==> src/sv/chm_ram.sv <==
`timescale 1ns / 1ps
`default_nettype none
// ----------------------------------------------------------------------------
// Generic single-port-write RAM
// One write port and one read port, read data registered.
// ----------------------------------------------------------------------------
module chm_ram #(
	parameter int WIDTH = 8,
	parameter int DEPTH = 16
) (
	input  wire                                      clk,
	input  wire                                      we,
	input  wire [((DEPTH > 1) ? $clog2(DEPTH) : 1)-1:0] waddr,
	input  wire [WIDTH-1:0]                          wdata,
	input  wire [((DEPTH > 1) ? $clog2(DEPTH) : 1)-1:0] raddr,
	output logic [WIDTH-1:0]                         rdata
);

	logic [WIDTH-1:0] mem_q [DEPTH];
	logic [WIDTH-1:0] rdata_q;

	always_ff @(posedge clk) begin
		if (we) begin
			mem_q[waddr] <= wdata;
		end
		rdata_q <= mem_q[raddr];
	end

	assign rdata = rdata_q;

endmodule
`default_nettype wire

==> config.mk <==
export PLATFORM = sky130hd
export DESIGN_NAME = chm_ram
export DESIGN_NICKNAME = d
export VERILOG_FILES = /design/src/sv/chm_ram.sv
export SDC_FILE = /design/constraint.sdc
export NUM_CORES = 1
export LEC_CHECK = 0
export BUFFER_PORTS_ARGS = -buffer_cell sky130_fd_sc_hd__buf_2
export CORE_UTILIZATION = 54
export DETAILED_ROUTE_END_ITERATION = 10
export PLACE_DENSITY_LB_ADDON = 0.3
export SLEW_MARGIN = 20
export SYNTH_ARGS = -nofsm -noshare
export SYNTH_HDL_FRONTEND = slang
export SYNTH_SLANG_ARGS = --single-unit
==> constraint.sdc <==
create_clock -name clk -period 1.65 [get_ports clk]
set_input_delay 0.165 -clock clk [delete_from_list [all_inputs] [get_ports clk]]
set_output_delay 0.165 -clock clk [all_outputs]
set_load 0.02 [all_outputs]
; After elaboration in Yosys (flattened, before gate mapping)
; Memories as Yosys holds them, arrays and structs flattened. A register that Yosys moved wholly into a read port is not among the register bits.
; Index checks and enable logic that the tools add are counted.
[word_totals]
register_bits = 0
ramBits = 128
input_bits = 18
output_inout_bits = 8
mem_count = 1
[op_classes]
muxes = 2
[mem_list]
columns = memory, depth, width, rd, rd_ports_with_merged_regs, wr, line
row1 = mem_q, 16, 8, 1, 1, 1, 19  ; logic [WIDTH-1:0] mem_q [DEPTH];
[op_table]
columns = op, n
row1 = $mux 1, 2

; Logic depth before layout (Yosys ltp)
[logic_depth]
depth_word = 2
ltp_mapped = 5
depth_no_buf = 3

; Worst setup path after synthesis
; No wires, ideal clock.
[synth_timing]
path_type = input-to-reg
startpoint = in waddr[2] (netlist bit)
endpoint = mem mem_q[0][0] (enable)
t_arrival_ns = 1.275
setup_slack_ns = -0.008
path_stages = 2
path_buffers = 0
path_cell_list = or3b_2 > nor3_1
[synth_lines]
columns = item, line
row1 = from (decl), 13  ; input wire [((DEPTH > 1) ? $clog2(DEPTH) : 1)-1:0] waddr,
row2 = to (decl), 19
; Straight into the memory's write port.

==> qor.yml <==
finalSetupTns_ns: 0
ctsHoldBuffers: 0
initial_utilization_pct: 55.7
cts_buffers: 17
synth-xor-area-share_pct: 0
synth_compound_area_share_pct: 2.33
synth_cell_type_count: 19
finalCritPeriodShare_pct: 90.5
maxCapViolCount: 0
cp.arrival_ns: 1.87
dr_total_vias: 2522
cts_repair_resize_count: 0
remaining_drc_errors: 0
post_cts_buffers: 0
max_slew_margin_pct: 70.4
yosysSeqAreaShare_pct: 77.8
io_buffer_count: 25
p_leak_uw: 0.00213
cts_num_sinks: 136
coreArea_um2: 9240
p_comb_share_pct: 5.0
worstSetupEndpointType: "flop"
worstSetupPathType: "flop to flop"
grt_first_pass_wirelength_mm: 14.6
avgViaCountPerCell: 5.85
dp_hpwl_mm: 5.84
drtIter0Drc: 176
rsz0062_at_grt: "no"
post-place-cells: 399
setup_viol: 0
cts_buffer_depth: 2
avgSynthCellArea_um2: 22.5
cts_tree: "built"
outcome: "complete, no violations"
nets: 307
slowest_delay_ns: 0.48
grt_pass1_vias: 2534
antenna_found_initial: 0
first_pass_iters: 5
hold_violations: 0
synth_top_family_by_area: "multiplexers"
worst-path-max-fanout: 1
p_switching_uw: 1650
syn_to_final_growth_pct: 20.0
overflow: 0
peakVddDrop_mv: 0.661
diodes: 0
rr_worst_depth: 3
worst_pin_slew_ns: 0.444
postSynthCellCount: 229
synth.ff_latch_count: 136
sequentialPowerShare_pct: 48.6
final_antenna_net_count: 0
power_density_nw_per_um2: 1300
cp-start-kind: "flop"
path_cells: "mux4_2 -> a22oi_1 -> nand2_1"
path_clk_slew_ns: 0.06
fmax_ghz: 0.669
synth_nets: 247
fp.dieH_um: 99.6
hold_path.class: "input pin to flop"
root_buffer: "clkbuf_8"
gp_congestion: 0.705
ys_warn_count: 0
whs_path_depth: 1
yosys.area_share.adder_pct: 0
wl_per_cell_um: 22.6
wirelength_mm: 9.73
clock_latency_ns: 0.52
grt_max_degree: 33
drv_slew: 0
final_cells: 431
swShare_pct: 20.7
synth_mux_area_share_pct: 15.0
grt_usage_pct: 22.2
die_w_um: 99.6
fin_crit_ns: 1.49
ioPinCount: 26
die_area_um2: 9930
clkPwrFrac_pct: 46.4
syn_area_um2: 5150
slowest_stage: "mux4_2"
drive_gt1_share_pct: 33.8
cts.htree.levels: 4
rows: 35
critical_path_required_ns: 2.02
clock_skew_ns: 0.00630
internal-power_uw: 6340
total_power_uw: 8000
synth-simple-area-share_pct: 3.18
[flip-flops by register name, indices dropped and copies added, names as in the netlist]
| signal | cells |
|---|---|
| rdata | 8 |
| mem_q | 128 |
[path summary, 6_finish.rpt]
path	startpoint	to	slack [ns]
setup / recovery	mem_q[10][6]$_DFFE_PP_	rdata[6]$_DFF_P_	0.16
hold / removal	wdata[2]	mem_q[7][2]$_DFFE_PP_	0.03
setup reg to reg	mem_q[10][6]$_DFFE_PP_	rdata[6]$_DFF_P_	0.16
hold reg to reg	mem_q[12][7]$_DFFE_PP_	rdata[7]$_DFF_P_	0.68
[power groups by stage]
stage	combinational (µW)	clock, µW	sequential (µW)
floorplan	196	0	3980
global placement	388	0	3950
detailed placement	398	0	3960
CTS	401	3750	3890
global route	425	3890	3890
finish	397	3710	3890
[synthesized netlist by cell type]
cell             number  share of area [%]
nand3b_1              2               0.29
and2b_1               1               0.15
dfxtp_1               8                3.1
buf_6                 3               0.66
nor2_1               13               0.95
mux4_2               18                7.9
and2_1                1               0.12
buf_2                 3               0.29
nand3_1               1              0.097
nand2_1               9               0.66
nor3_1                4               0.39
nor2b_1               1               0.12
buf_4                 1               0.15
nand2b_1              2               0.24
or3b_2                1               0.17
mux4_1               14                7.1
clkdlybuf4s25_2       3               0.58
edfxtp_1            128                 75
a22oi_1              16                2.3
[area by class of cell]
class                   instances  area [µm²]
clock buffers                  18         418
multi-input cells              83        1060
well taps                     129         161
flip-flops and latches        136        4000
clock inverters                14         173
fillers                       577        3060
repair buffers                 51         358
[layout by cell type, fill, tap and decap left out]
cell | Yosys | final
clkinv_4 | 0 | 3
or3b_2 | 1 | 1
nor2_1 | 13 | 13
bufinv_16 | 0 | 3
a22oi_1 | 16 | 16
clkinvlp_4 | 0 | 2
clkbuf_16 | 0 | 16
clkinv_2 | 0 | 3
dfxtp_1 | 8 | 8
nand2_1 | 9 | 9
mux4_2 | 18 | 18
nand3b_1 | 2 | 2
and2_1 | 1 | 1
buf_12 | 0 | 3
nand2b_1 | 2 | 2
nor3_2 | 0 | 1
buf_2 | 3 | 25
inv_6 | 0 | 3
nand3_1 | 1 | 1
and2b_1 | 1 | 1
clkbuf_8 | 0 | 1
clkbuf_1 | 0 | 1
nor3_1 | 4 | 3
buf_4 | 1 | 23
edfxtp_1 | 128 | 128
nor2b_1 | 1 | 1
mux4_1 | 14 | 14
[routing by layer]
metal | routed length (µm) | part of all wire (%) | vias up | global-route usage (%)
met2 | 4860 | 50 | 103 | 34.7
met1 | 4070 | 42 | 1307 | 29.0
met3 | 560 | 5.8 | 16 | 6.32
met4 | 239 | 2.5 | 0 | 10.7
met5 | 0 | 0 | - | 0
li1 | - | - | 1096 | -
[logic make-up (layout without fill, tap and decap cells)]
group / count (synthesis) / after routing
buf+inv: 10 / 83
mux: 32 / 32
flops: 136 / 136
compound gates: 16 / 16
simple gates: 35 / 35
[worst max-delay path: cells and delay by family (launching register included)]
family / cells / cell delay (ns)
AOI/OAI and AO/OA: 1 / 0.32
DFF: 1 / 0.37
muxes: 1 / 0.48
and+or+nand+nor: 1 / 0.17
[through the flow]
step           hold WS [ns]  setup slack, ns  cell area, µm²  util (%)
2_1_floorplan         0.264            0.219            5150         -
3_3_place_gp          0.554            0.127            5590      60.4
3_5_place_dp          0.559           0.0455            5590      60.4
4_1_cts             0.00964            0.183            6180      66.8
5_1_grt              0.0142            0.161            6180      66.8
6_report             0.0294            0.156            6180      66.8
Power figures use the tool's default switching activity.
