## config.mk

```make
export PLATFORM = sky130hd
export DESIGN_NAME = chm_mod
export DESIGN_NICKNAME = d
export VERILOG_FILES = /design/src/sv/chm_pkg.sv /design/src/sv/chm_mod.sv
export SDC_FILE = /design/constraint.sdc
export NUM_CORES = 1
export LEC_CHECK = 0
export BUFFER_PORTS_ARGS = -buffer_cell sky130_fd_sc_hd__buf_4
export CAP_MARGIN = 10
export CORE_MARGIN = 4
export CORE_UTILIZATION = 25
export DETAILED_ROUTE_END_ITERATION = 6
export GPL_ROUTABILITY_DRIVEN = 1
export MAX_ROUTING_LAYER = met4
export PLACE_DENSITY = 0.42
export RECOVER_POWER = 25
export SYNTH_ARGS = -nofsm -noshare
export SYNTH_HDL_FRONTEND = slang
export SYNTH_SLANG_ARGS = --single-unit
```

## constraint.sdc

```tcl
create_clock -name clk -period 6.7 [get_ports clk]
set_input_delay 0.335 -clock clk [delete_from_list [all_inputs] [get_ports clk]]
set_output_delay 0.335 -clock clk [all_outputs]
set_load 0.05 [all_outputs]
```

## src/sv/chm_pkg.sv

```systemverilog
`timescale 1ns / 1ps
`default_nettype none
// ----------------------------------------------------------------------------
// Chained hash map package
// Sizes, operation codes, bucket row layout and miss value shared by the
// hash map unit, its modulo unit and its testbench.
// ----------------------------------------------------------------------------
package chm_pkg;

	localparam int BUCKETS = 32;
	localparam int WAYS    = 4;

	localparam int KEY_W  = 31;
	localparam int VAL_W  = 32;
	localparam int FUNC_W = 2;
	localparam int CFG_W  = 6;

	localparam logic [CFG_W-1:0] CFG_RESET = CFG_W'(20);

	localparam int BUCKET_W = (BUCKETS > 1) ? $clog2(BUCKETS) : 1;
	localparam int WAY_W    = (WAYS > 1) ? $clog2(WAYS) : 1;
	localparam int CNT_W    = $clog2(BUCKETS + 1);
	localparam int STEP_W   = BUCKET_W + 1;

	localparam int DIGIT_W     = 4;
	localparam int DIGITS      = (KEY_W + DIGIT_W - 1) / DIGIT_W;
	localparam int PAD_W       = DIGITS * DIGIT_W;
	localparam int DIGIT_CNT_W = $clog2(DIGITS + 1);

	localparam logic [FUNC_W-1:0] FUNC_SET    = 2'd0;
	localparam logic [FUNC_W-1:0] FUNC_GET    = 2'd1;
	localparam logic [FUNC_W-1:0] FUNC_REMOVE = 2'd2;

	localparam logic signed [VAL_W-1:0] MISS_VALUE = '1;

	typedef struct packed {
		logic [KEY_W-1:0]        key;
		logic signed [VAL_W-1:0] value;
	} way_t;

	typedef way_t [WAYS-1:0] row_t;

	localparam int ROW_W = $bits(row_t);

endpackage
`default_nettype wire

```

## src/sv/chm_mod.sv

```systemverilog
`timescale 1ns / 1ps
`default_nettype none
// ----------------------------------------------------------------------------
// Chained hash map modulo unit
// Reduces a key modulo the bucket count, one hex digit of the key per cycle
// through four restoring compare-subtract steps.
// ----------------------------------------------------------------------------
module chm_mod (
	input  wire                          clk,
	input  wire                          arst_n,
	input  wire                          start,
	input  wire [chm_pkg::KEY_W-1:0]     key,
	input  wire [chm_pkg::CNT_W-1:0]     modulus,
	output logic                         done,
	output logic [chm_pkg::BUCKET_W-1:0] rem
);

	import chm_pkg::*;

	logic [PAD_W-1:0]       shreg_q;
	logic [CNT_W-1:0]       n_q;
	logic [BUCKET_W-1:0]    rem_q;
	logic [DIGIT_CNT_W-1:0] cnt_q;
	logic                   done_q;
	logic [BUCKET_W-1:0]    rem_next;
	logic [STEP_W-1:0]      t;
	logic [BUCKET_W-1:0]    r;

	always_comb begin
		r = rem_q;
		t = '0;
		for (int i = 0; i < DIGIT_W; i++) begin
			t = {r, shreg_q[PAD_W-1-i]};
			if (t >= STEP_W'(n_q)) begin
				t = t - STEP_W'(n_q);
			end
			r = t[BUCKET_W-1:0];
		end
		rem_next = r;
	end

	always_ff @(posedge clk) begin
		if (start) begin
			shreg_q <= PAD_W'(key);
			n_q     <= modulus;
			rem_q   <= '0;
		end else if (cnt_q != '0) begin
			shreg_q <= shreg_q << DIGIT_W;
			rem_q   <= rem_next;
		end
	end

	always_ff @(posedge clk or negedge arst_n) begin
		if (!arst_n) begin
			cnt_q  <= '0;
			done_q <= 1'b0;
		end else if (start) begin
			cnt_q  <= DIGIT_CNT_W'(DIGITS);
			done_q <= 1'b0;
		end else if (cnt_q != '0) begin
			cnt_q  <= cnt_q - 1'b1;
			done_q <= (cnt_q == DIGIT_CNT_W'(1));
		end else begin
			done_q <= 1'b0;
		end
	end

	assign done = done_q;
	assign rem  = rem_q;

endmodule
`default_nettype wire

```

=== Word level (Yosys, flattened, before mapping) ===
Cells that the tools add are included.

* $add $sub $neg: 5
* $lt $le $gt $ge: 4
* Equal/unequal tests: 1
* Mux-type cells: 10
* Reductions and logical operators: 2

{| class="wikitable"
|+ Operators by type and width
! kind !! count
|-
| $mux 31 || 2
|-
| $ge 6x6->1 || 4
|-
| $mux 5 || 4
|-
| $sub 5x5->5 || 4
|-
| $mux 4 || 2
|-
| $eq 4x1->1 const B || 1
|-
| $reduce_bool 4->1 || 1
|-
| $sub 4x1->4 const B || 1
|-
| $mux 1 || 2
|-
| $reduce_bool 2->1 || 1
|}

* Register bits after elaboration: 48
* Input port bits: 40
* Output and inout port bits: 6
* Word-level logic and storage cells: 28

=== Depth between registers and ports, before layout ===
Gate-level depths: netlist of the first run.

* Word-level depth: 8
* Depth in mapped cells: 28
* Gate-level depth less buffers: 28

=== Worst setup path after synthesis of the first run ===
OpenSTA, ideal clock, no wires.

* Path type: reg2reg
* Start: reg rem_q[0] (netlist: rem[0])
* End: reg rem_q[0] (netlist: rem[0])
* Arrival: 5.667 ns
* Data required time: 6.614 ns
* Slack: 0.947 ns
* Stages on the path, launching flop included: 24
* Period minus slack after synthesis: 5.753 ns
* Cell sequence: dfxtp_1 > fa_1 > a21oi_1 > o22a_1 > a21boi_0 > nor2_1 > inv_1 > fa_1 > nand2b_1 > a21oi_2 > o21a_4 > mux2_2 > ha_1 > and3_1 > a31oi_1 > a31oi_1 > mux2i_1 > fa_1 > a21o_1 > a21oi_1 > and3_1 > nor2_1 > mux2_1 > a211oi_1

* Word-level cells in the longest chain between the ends: 8
* Elaborated cells between the ends (all ways): 11
* Those cells by class: 3 x add/sub; 4 x order compare; 4 x mux

{| class="wikitable"
|+ Ends and longest elaborated chain
! item !! line !! text
|-
| start, declared || chm_mod.sv:22 || <nowiki>logic [BUCKET_W-1:0] rem_q;</nowiki>
|-
| start signal, assigned || chm_mod.sv:49 || <nowiki>rem_q <= rem_next;</nowiki>
|-
| $sub 5x5->5 / $ge 6x6->1 (equally long branches) || chm_mod.sv:35, chm_mod.sv:34 ||
|-
| $mux 5 * || chm_mod.sv:34 || <nowiki>if (t >= STEP_W'(n_q)) begin</nowiki>
|-
| $sub 5x5->5 / $ge 6x6->1 (equally long branches) || chm_mod.sv:35, chm_mod.sv:34 ||
|-
| $mux 5 * || chm_mod.sv:34 ||
|-
| $sub 5x5->5 / $ge 6x6->1 (equally long branches) || chm_mod.sv:35, chm_mod.sv:34 ||
|-
| $mux 5 * || chm_mod.sv:34 ||
|-
| $ge 6x6->1 * || chm_mod.sv:34 ||
|-
| $mux 5 * || chm_mod.sv:34 ||
|}

Every way passes the cells marked *; elsewhere a longest branch is shown, timed or not.
A chain may end at the register's enable or synchronous reset.

=== Worst setup path after layout of the first run ===
* Start: reg n_q[0]
* End: reg rem_q[4] (netlist: rem[4])

* Word-level cells in the longest chain between the ends: 8
* Elaborated cells between the ends (all ways): 12
* Those cells by class: 4 x add/sub; 4 x order compare; 4 x mux

{| class="wikitable"
|+ Ends and longest elaborated chain
! item !! line !! text
|-
| start, declared || chm_mod.sv:21 || <nowiki>logic [CNT_W-1:0] n_q;</nowiki>
|-
| start signal, assigned || chm_mod.sv:45 || <nowiki>n_q <= modulus;</nowiki>
|-
| $sub 5x5->5 / $ge 6x6->1 (equally long branches) || chm_mod.sv:35, chm_mod.sv:34 ||
|-
| $mux 5 || chm_mod.sv:34 ||
|-
| $sub 5x5->5 / $ge 6x6->1 (equally long branches) || chm_mod.sv:35, chm_mod.sv:34 ||
|-
| $mux 5 || chm_mod.sv:34 ||
|-
| $sub 5x5->5 / $ge 6x6->1 (equally long branches) || chm_mod.sv:35, chm_mod.sv:34 ||
|-
| $mux 5 || chm_mod.sv:34 ||
|-
| $sub 5x5->5 / $ge 6x6->1 (equally long branches) || chm_mod.sv:35, chm_mod.sv:34 ||
|-
| $mux 5 * || chm_mod.sv:34 ||
|}

Marks and branches as above.

==> qor.yml, run 1 <==
synth-adder-area-share_pct: 13.9
max_cap_viol_count: 0
synthSimpleGateAreaFrac_pct: 9.75
row_count: 39
gr-total-overflow: 0
synth_compound_area_share_pct: 13.4
synthXorXnorAreaFrac_pct: 2.90
r2r_cells: 26
clock_latency_ns: 0.29
fmax_mhz: 160
ys_seq_elements: 48
startpoint_type: "flip-flop"
grt_pass1_wl_um: 11600
yosys-mux-area-fraction_pct: 11.9
wire_per_inst_um: 15.5
worstPathArrival_ns: 6.46
hold_class: "primary input to flip-flop"
cts_setup_buffers: 0
ioPinCount: 46
floorplan.initialDensity_pct: 26.0
fill_cells: 1213
place_ws_ns: 0.300
whs_endpoint: "n_q[5]$_DFFE_PP_"
htreeDepth: 2
cts_tree: "yes"
syn_inst: 263
die_area_um2: 13900
area_delta_synth_final_pct: 22.4
core-area_um2: 11600
n_antenna_cell: 0
rsz0062_at_grt: "no"
fin_crit_sh_pct: 93.5
tightest_slew_ns: 0.612
hold_viol_final: 0
via_count: 2123
grt_pass1_vias: 2254
syn_nets: 334
gp_congestion: 0.795
ant_nets: 0
period_needed_ns: 6.26
yosysSeqAreaShare_pct: 45.0
async_flop_share_pct: 10.4
synthFlopType: "edfxtp_1"
r2r_end: "rem[4]$_SDFFE_PP0N_"
layout_commonest_cell: "buf_4"
drt-vias-per-instance: 4.66
yosysWarnings: 0
whs_ns: 0.248
worstHoldStart: "modulus[5]"
root_buffer: "clkbuf_16"
relSlewSlack_pct: 59.2
synth_top_family_by_area: "adder cells"
antenna_found_initial: 0
worst_setup_path_end_kind: "flip-flop"
clkTransAtPathRegs_ns: 0.07
die_h_um: 118
r2r_setup_slack_ns: 0.44
wl_um: 7090
cp_data_required_time_ns: 6.90
synth-edff-count: 37
drc: 0
portBuffers: 45
fin_setup_tns_ns: 0
numCtsBuffers: 5
grtUsageTotal_pct: 10.7
r2r-start: "n_q[0]$_DFFE_PP_"
drive_above_1_share_pct: 29.7
clock_skew_ns: 0.00529
postSynthAreaPerCell_um2: 11.5
critical_path_class: "flip-flop to flip-flop"
netlist_area_um2: 3020
dieWidth_um: 118
dr.pass1.iters: 4
grt_max_degree: 48
setup-violations-final: 0
dp_hpwl_um: 5300
setup_ws_ns: 0.438
cts.sinks: 48
holdPathStages: 1
path_max_fanout: 7
drtIter0Drc: 82
final_cell_mix: "38 x buf_4, 37 x edfxtp_1, 29 x mux2_2"
yosysUniqueCellTypes: 50
status: "finished, final reports clean"
slew_viol_final: 0
clock_path_buffers: 2
final_nets: 383
post-route-util_pct: 31.8
==> cell families (layout without fill, tap and decap cells) <==
logic type	count (synthesis)	after routing
AO/OA/AOI/OAI	58	58
AND/OR/NAND/NOR	58	58
flip-flops	48	48
multiplexers	32	32
adder cells (fa/ha/maj)	31	31
buffers and inverters	26	76
XOR/XNOR	10	10
==> flip-flops by register name, indices dropped and copies added, names as in the netlist <==
| name | count |
|---|---|
| shreg_q | 32 |
| n_q | 6 |
| rem | 5 |
| cnt_q | 4 |
| done | 1 |
==> Yosys cell counts, drive strengths merged (2+ instances only) <==
cell	count	area (um^2)
nand2	10	37.5
o211ai	3	22.5
xor2	5	43.8
o31ai	2	20.0
inv	21	78.8
clkbuf	2	7.51
a211oi	3	22.5
a31oi	3	18.8
o22ai	2	12.5
nor3	3	15.0
xnor2	5	43.8
nand4	3	18.8
or3	2	12.5
nor2b	3	18.8
dfrtp	5	125
dfxtp	6	120
fa	4	80.1
buf	3	11.3
nor3b	2	15.0
mux2i	2	20.0
and3	4	25.0
mux2	30	338
a21oi	13	68.8
ha	27	338
edfxtp	37	1110
and2	5	31.3
o21a	4	37.5
nand3	3	15.0
o21ai	11	55.1
a21o	7	52.6
nor2	19	73.8
a21boi	3	22.5
==> worst max-delay path: stages, from the launching register on <==
cell      delay, ns
edfxtp_1       0.44
ha_1           0.18
inv_1          0.05
fa_1           0.41
a21oi_1        0.19
o22a_1         0.22
a21boi_0       0.13
nor2_1         0.16
inv_1          0.08
fa_1           0.40
nand2b_1       0.21
a21oi_4        0.21
o21a_4         0.20
mux2_2         0.38
ha_1           0.31
and3_1         0.18
a31oi_1        0.25
a31o_2         0.27
o211ai_1       0.13
and2_1         0.17
ha_1           0.33
a21o_1         0.17
a21oi_1        0.19
and3_1         0.24
nor2_4         0.08
a311o_1        0.33
a311oi_2       0.24
==> area by class of cell <==
class | count | area [um^2] | share of cell area (%)
multi-input cells | 189 | 1590 | 43.0
flip-flops and latches | 48 | 1360 | 36.7
repair buffers | 47 | 348 | 9.42
well taps | 143 | 179 | 4.85
clock buffers | 5 | 125 | 3.39
inverters | 21 | 78.8 | 2.13
clock inverters | 3 | 18.8 | 0.508
==> metal layers <==
metal	wire length [um]	GRT usage (%)	part of all wire [%]	vias up
met1	3270	13.4	46	1011
met5	0	-	0	-
li1	-	-	-	1071
met3	287	2.50	4.0	2
met4	19	1.68	0.27	0
met2	3510	17.9	50	39
==> worst max path at each step <==
stage | startpoint | end | slack (ns) | cells past startpoint
3_3_place_gp | n_q[1]$_DFFE_PP_ | rem[0]$_SDFFE_PP0N_ | 0.42 | 25
3_5_place_dp | n_q[1]$_DFFE_PP_ | rem[0]$_SDFFE_PP0N_ | 0.30 | 24
5_1_grt | n_q[0]$_DFFE_PP_ | rem[0]$_SDFFE_PP0N_ | 0.02 | 26
4_1_cts | n_q[1]$_DFFE_PP_ | rem[0]$_SDFFE_PP0N_ | 0.27 | 24
2_1_floorplan | rem[0]$_SDFFE_PP0N_ | rem[0]$_SDFFE_PP0N_ | 0.95 | 23
6_report | n_q[0]$_DFFE_PP_ | rem[4]$_SDFFE_PP0N_ | 0.44 | 26
==> stage by stage <==
stage,instances,instance area (um^2)
finish,456,3690
global route,456,3690
CTS,456,3670
detailed placement,447,3520
global placement,447,3520
floorplan,263,3020
==> what timing repair did <==
item | 4_1_cts | 5_1_grt
resized for setup | 0 | 6
endpoints found under the hold margin | 5 | 0
hold buffers | 1 | 0
setup endpoints to repair | 0 | 4
Power of run 1 is not shown: default switching activity piles up to over one toggle a cycle in this logic, so the estimate is an artifact.
==> run 2: changes to the inputs <==
==> constraint.sdc (replaced) <==
create_clock -name clk -period 6.74 [get_ports clk]
set_input_delay 0.337 -clock clk [delete_from_list [all_inputs] [get_ports clk]]
set_output_delay 0.337 -clock clk [all_outputs]
set_load 0.05 [all_outputs]
==> qor.yml, run 2 (synthesized netlist as in run 1, its figures left out) <==
largest_reg_flops: 32  # unchanged
hold_class: "primary input to flip-flop"  # unchanged
period_needed_ns: 6.29  # was 6.26 ns
top_register: "shreg_q"  # unchanged
dp_hpwl_um: 5300  # unchanged
worst_setup_path_end_kind: "flip-flop"  # unchanged
drt-vias-per-instance: 4.64  # was 4.66
clock_skew_ns: 0.00519  # was 0.00529 ns
drtIter0Drc: 86  # was 82
drive_above_1_share_pct: 29.4  # was 29.7%
hold_viol_final: 0  # unchanged
fill_cells: 1211  # was 1,213
gr-total-overflow: 0  # unchanged
grt_max_degree: 48  # unchanged
final_nets: 383  # unchanged
n_antenna_cell: 0  # unchanged
startpoint_type: "flip-flop"  # unchanged
via_count: 2117  # was 2,123
grtUsageTotal_pct: 10.7  # unchanged
dr.pass1.iters: 4  # unchanged
row_count: 39  # unchanged
ioPinCount: 46  # unchanged
dieWidth_um: 118  # unchanged
worstPathArrival_ns: 6.49  # was 6.46 ns
antenna_found_initial: 0  # unchanged
critical_path.slowest_cell: "fa_1"  # was edfxtp_1
clock_path_buffers: 2  # unchanged
clkTransAtPathRegs_ns: 0.07  # about the same
htreeDepth: 2  # unchanged
portBuffers: 45  # unchanged
core-area_um2: 11600  # unchanged
r2r_cells: 25  # was 26
r2r_setup_slack_ns: 0.45  # was 0.44 ns
critical_path_class: "flip-flop to flip-flop"  # unchanged
area_delta_synth_final_pct: 22.4  # unchanged
drc: 0  # unchanged
setup-violations-final: 0  # unchanged
whs_ns: 0.250  # was 0.248 ns
ant_nets: 0  # unchanged
wire_per_inst_um: 15.5  # about the same
gp_congestion: 0.795  # unchanged
grt_pass1_vias: 2254  # unchanged
die_area_um2: 13900  # unchanged
relSlewSlack_pct: 59.6  # was 59.2%
die_h_um: 118  # unchanged
status: "finished, final reports clean"  # unchanged
grt_pass1_wl_um: 11600  # unchanged
fmax_mhz: 159  # was 160 MHz
path_max_fanout: 7  # unchanged
tightest_slew_ns: 0.607  # was 0.612 ns
cts_tree: "yes"  # unchanged
endpoint: "rem[4]$_SDFFE_PP0N_"  # unchanged
r2r-start: "n_q[1]$_DFFE_PP_"  # was n_q[0]$_DFFE_PP_
slew_viol_final: 0  # unchanged
cts_setup_buffers: 0  # unchanged
numCtsBuffers: 5  # unchanged
r2r_end: "rem[4]$_SDFFE_PP0N_"  # unchanged
cpPeakStageDelay_ns: 0.49  # was 0.44 ns
fin_crit_sh_pct: 93.3  # was 93.5%
clock_latency_ns: 0.29  # about the same
final_cell_mix: "39 x buf_4, 37 x edfxtp_1, 29 x mux2_2"  # was 38 x buf_4, 37 x edfxtp_1, 29 x mux2_2
startpoint: "n_q[1]$_DFFE_PP_"  # was n_q[0]$_DFFE_PP_
floorplan.initialDensity_pct: 26.0  # unchanged
cp_data_required_time_ns: 6.94  # was 6.90 ns
max_cap_viol_count: 0  # unchanged
fin_setup_tns_ns: 0  # unchanged
root_buffer: "clkbuf_16"  # unchanged
wl_um: 7070  # was 7090 um
layout_commonest_cell: "buf_4"  # unchanged
cts.sinks: 48  # unchanged
rsz0062_at_grt: "no"  # unchanged
[run 2: cell types whose count changed in the layout (fill, tap and decap cells not counted)]
cell and change:
o21ai_2 -1, inv_2 -1, buf_4 +1, clkbuf_1 -1
o21ai_1 +1, inv_1 +1
[run 2: worst min-delay path by stage]
stage / depth (start not counted) / end / startpoint / slack (ns)
after floorplan: 0 / cnt_q[0]$_DFFE_PN0P_ / arst_n / 0.04
after global placement: 1 / cnt_q[1]$_DFFE_PN0P_ / arst_n / 0.15
after detailed placement: 1 / cnt_q[2]$_DFFE_PN0P_ / arst_n / 0.15
after CTS: 1 / n_q[5]$_DFFE_PP_ / modulus[5] / 0.22
after global routing: 1 / n_q[4]$_DFFE_PP_ / modulus[4] / 0.23
final: 1 / n_q[5]$_DFFE_PP_ / modulus[5] / 0.25
[run 2: cell type report]
cell class / instances / area, um^2 / area share (%)
tap: 143 / 179 / 4.85
clock buffer: 5 / 125 / 3.39
multi-input combinational: 189 / 1580 / 42.9
timing repair buffer: 47 / 352 / 9.52
sequential: 48 / 1360 / 36.7
clock inverter: 3 / 18.8 / 0.508
inverter: 21 / 78.8 / 2.13
[run 2: stage by stage]
stage	util, %	setup WS [ns]	instances	cell area, um^2
2_1_floorplan	-	0.987	263	3020
3_3_place_gp	30.3	0.461	447	3520
3_5_place_dp	30.3	0.340	447	3520
4_1_cts	31.6	0.310	456	3670
5_1_grt	31.8	0.00464	456	3690
6_report	31.8	0.449	456	3690
[run 2: repair_timing]
item	4_1_cts	5_1_grt
gates resized for setup	0	4
hold buffers	1	0
hold endpoints to repair	5	0
setup endpoints to repair	0	3
[run 2: per-layer routing]
metal  routed length (um)  vias to the layer above  part of all wire, %  track usage (%)
met5                    0                        -                    0                -
met4                   19                        0                 0.27             1.68
met1                 3290                     1008                   46             13.4
li1                     -                     1070                    -                -
met2                 3510                       37                   50             17.9
met3                  260                        2                  3.7             2.50
[run 2: critical path, delay by kind of cell (launching register included)]
kind | cells | cell delay, ns
compound gates | 12 | 2.53
fa+ha+maj | 4 | 1.53
simple gates | 6 | 1.05
flops | 1 | 0.43
mux | 1 | 0.38
buf+inv | 2 | 0.28
Power of run 2 is left out for the same reason.
==> run 3: changes to the inputs <==
==> constraint.sdc (replaced) <==
create_clock -name clk -period 5.95 [get_ports clk]
set_input_delay 0.2975 -clock clk [delete_from_list [all_inputs] [get_ports clk]]
set_output_delay 0.2975 -clock clk [all_outputs]
set_load 0.05 [all_outputs]
==> qor.yml, run 3 (synthesized netlist as in run 1, its figures left out) <==
startpoint_type: "flip-flop"  # unchanged
grt_max_degree: 48  # unchanged
critical_path_class: "flip-flop to flip-flop"  # unchanged
numCtsBuffers: 5  # unchanged
fin_crit_sh_pct: 95.2  # was 93.3%
drive_above_1_share_pct: 43.3  # was 29.4%
drtIter0Drc: 71  # was 86
regArea_um2: 1360  # unchanged
clock_path_buffers: 2  # unchanged
cp_data_required_time_ns: 6.17  # was 6.94 ns
n_antenna_cell: 0  # unchanged
die_area_um2: 13900  # unchanged
portBuffers: 45  # unchanged
floorplan.initialDensity_pct: 26.0  # unchanged
gp_congestion: 0.903  # was 0.795
period_needed_ns: 5.67  # was 6.29 ns
layout_commonest_cell: "buf_4"  # unchanged
dr.pass1.iters: 4  # unchanged
clock_latency_ns: 0.29  # about the same
htreeDepth: 2  # unchanged
tightest_slew_ns: 0.606  # was 0.607 ns
drt-vias-per-instance: 4.68  # was 4.64
final_cell_mix: "78 x buf_4, 37 x edfxtp_1, 29 x mux2_2"  # was 39 x buf_4, 37 x edfxtp_1, 29 x mux2_2
clkTransAtPathRegs_ns: 0.07  # about the same
status: "finished, final reports clean"  # unchanged
wl_um: 7750  # was 7070 um
ant_nets: 0  # unchanged
wl_met2_um: 3830  # was 3510 um
grtUsageTotal_pct: 11.6  # was 10.7%
antenna_found_initial: 0  # unchanged
gr-total-overflow: 0  # unchanged
area_delta_synth_final_pct: 37.5  # was 22.4%
hold_viol_final: 0  # unchanged
grt_pass1_vias: 2475  # was 2,254
cts_tree: "yes"  # unchanged
dieWidth_um: 118  # unchanged
die_h_um: 118  # unchanged
max_cap_viol_count: 0  # unchanged
slew_viol_final: 0  # unchanged
setup-violations-final: 0  # unchanged
dp.cells: 483  # was 447
multi_input_area_um2: 1730  # was 1580 um^2
core-area_um2: 11600  # unchanged
largest_reg_flops: 32  # unchanged
cts.sinks: 48  # unchanged
fmax_mhz: 176  # was 159 MHz
path_max_fanout: 5  # was 7
top_layer: "met4"  # unchanged
final-instance-count-excl-fill: 496  # was 456
hold_class: "primary input to flip-flop"  # unchanged
grt_pass1_wl_um: 12400  # was 11,600 um
ioPinCount: 46  # unchanged
worstPathArrival_ns: 5.88  # was 6.49 ns
met1_length_um: 3270  # was 3290 um
worst_setup_path_end_kind: "flip-flop"  # unchanged
via_count: 2320  # was 2,117
final_nets: 423  # was 383
dp_hpwl_um: 5850  # was 5300 um
top_register: "shreg_q"  # unchanged
drc: 0  # unchanged
row_count: 39  # unchanged
relSlewSlack_pct: 59.6  # about the same
fill_cells: 1191  # was 1,211
route.met3.wl_um: 348  # was 260 um
clock_skew_ns: 0.00445  # was 0.00519 ns
root_buffer: "clkbuf_16"  # unchanged
wire_per_inst_um: 15.6  # was 15.5 um
-- run 3: cell count changes in the layout (fill, tap and decap cells not counted), moves of 3 or more --
cell     change
ha_1         -3
ha_4         +3
a21oi_2      +5
buf_4       +39
a21oi_1      -4
-- run 3: layout make-up --
cell class,instances,area share (%)
clock inverters,2,0.332
repair buffers,87,15.6
clock buffers,6,3.35
well taps,143,4.32
inverters,21,1.90
flip-flops and latches,48,32.7
multi-input cells,189,41.7
-- run 3: what timing repair did --
action	in CTS	in global routing
hold buffers	1	0
cloned	0	0
gates resized for setup	6	27
pin swaps	6	7
hold endpoints to repair	5	0
setup endpoints to repair	4	5
setup buffers	4	0
-- run 3: per-stage QoR --
step | worst slack (ns) | setup TNS (ns) | hold slack [ns] | instance area, um^2 | util [%]
after floorplan | 0.197 | 0 | 0.00191 | 3020 | -
after global placement | 0.0396 | 0 | 0.109 | 3790 | 32.6
after detailed placement | -0.104 | -0.282 | 0.109 | 3790 | 32.6
after CTS | 0.00797 | 0 | 0.168 | 4010 | 34.5
after global routing | -0.0193 | -0.0250 | 0.192 | 4150 | 35.7
final | 0.283 | 0 | 0.204 | 4150 | 35.7
-- run 3: worst paths after layout --
path / to / start / cells past startpoint / slack (ns)
worst max-delay path: rem[0]$_SDFFE_PP0N_ / n_q[0]$_DFFE_PP_ / 27 / 0.28
worst min-delay path: n_q[0]$_DFFE_PP_ / modulus[0] / 1 / 0.20
worst max register to register: rem[0]$_SDFFE_PP0N_ / n_q[0]$_DFFE_PP_ / 27 / 0.28
worst min register to register: shreg_q[13]$_DFFE_PP_ / shreg_q[9]$_DFFE_PP_ / 1 / 0.55
max in group asynchronous: done$_DFF_PN0_ / arst_n / 2 / 5.32
min in group asynchronous: cnt_q[1]$_DFFE_PN0P_ / arst_n / 2 / 0.40
-- run 3: layer usage --
layer  global-route usage (%)  up-vias
met1                     13.7     1095
met2                     18.5       54
met3                     3.03       19
met5                        -        -
met4                     5.71        0
li1                         -     1152
-- run 3: worst max-delay path, stage by stage, from the launching register on --
cell,delay (ns)
edfxtp_1,0.39
ha_1,0.16
inv_1,0.06
fa_2,0.35
a21oi_2,0.13
o22a_1,0.21
a21boi_1,0.11
nor2_1,0.15
inv_1,0.07
fa_1,0.40
nand2b_4,0.16
a21oi_2,0.18
o21a_4,0.18
mux2_2,0.37
ha_4,0.28
and3_4,0.19
a31oi_4,0.11
a31oi_4,0.26
buf_4,0.16
nand2_1,0.07
and2_1,0.16
ha_1,0.30
a21o_1,0.18
a21oi_2,0.16
and3_4,0.22
nor2_4,0.05
mux2_1,0.33
a211oi_2,0.20
Power of run 3 is left out for the same reason.
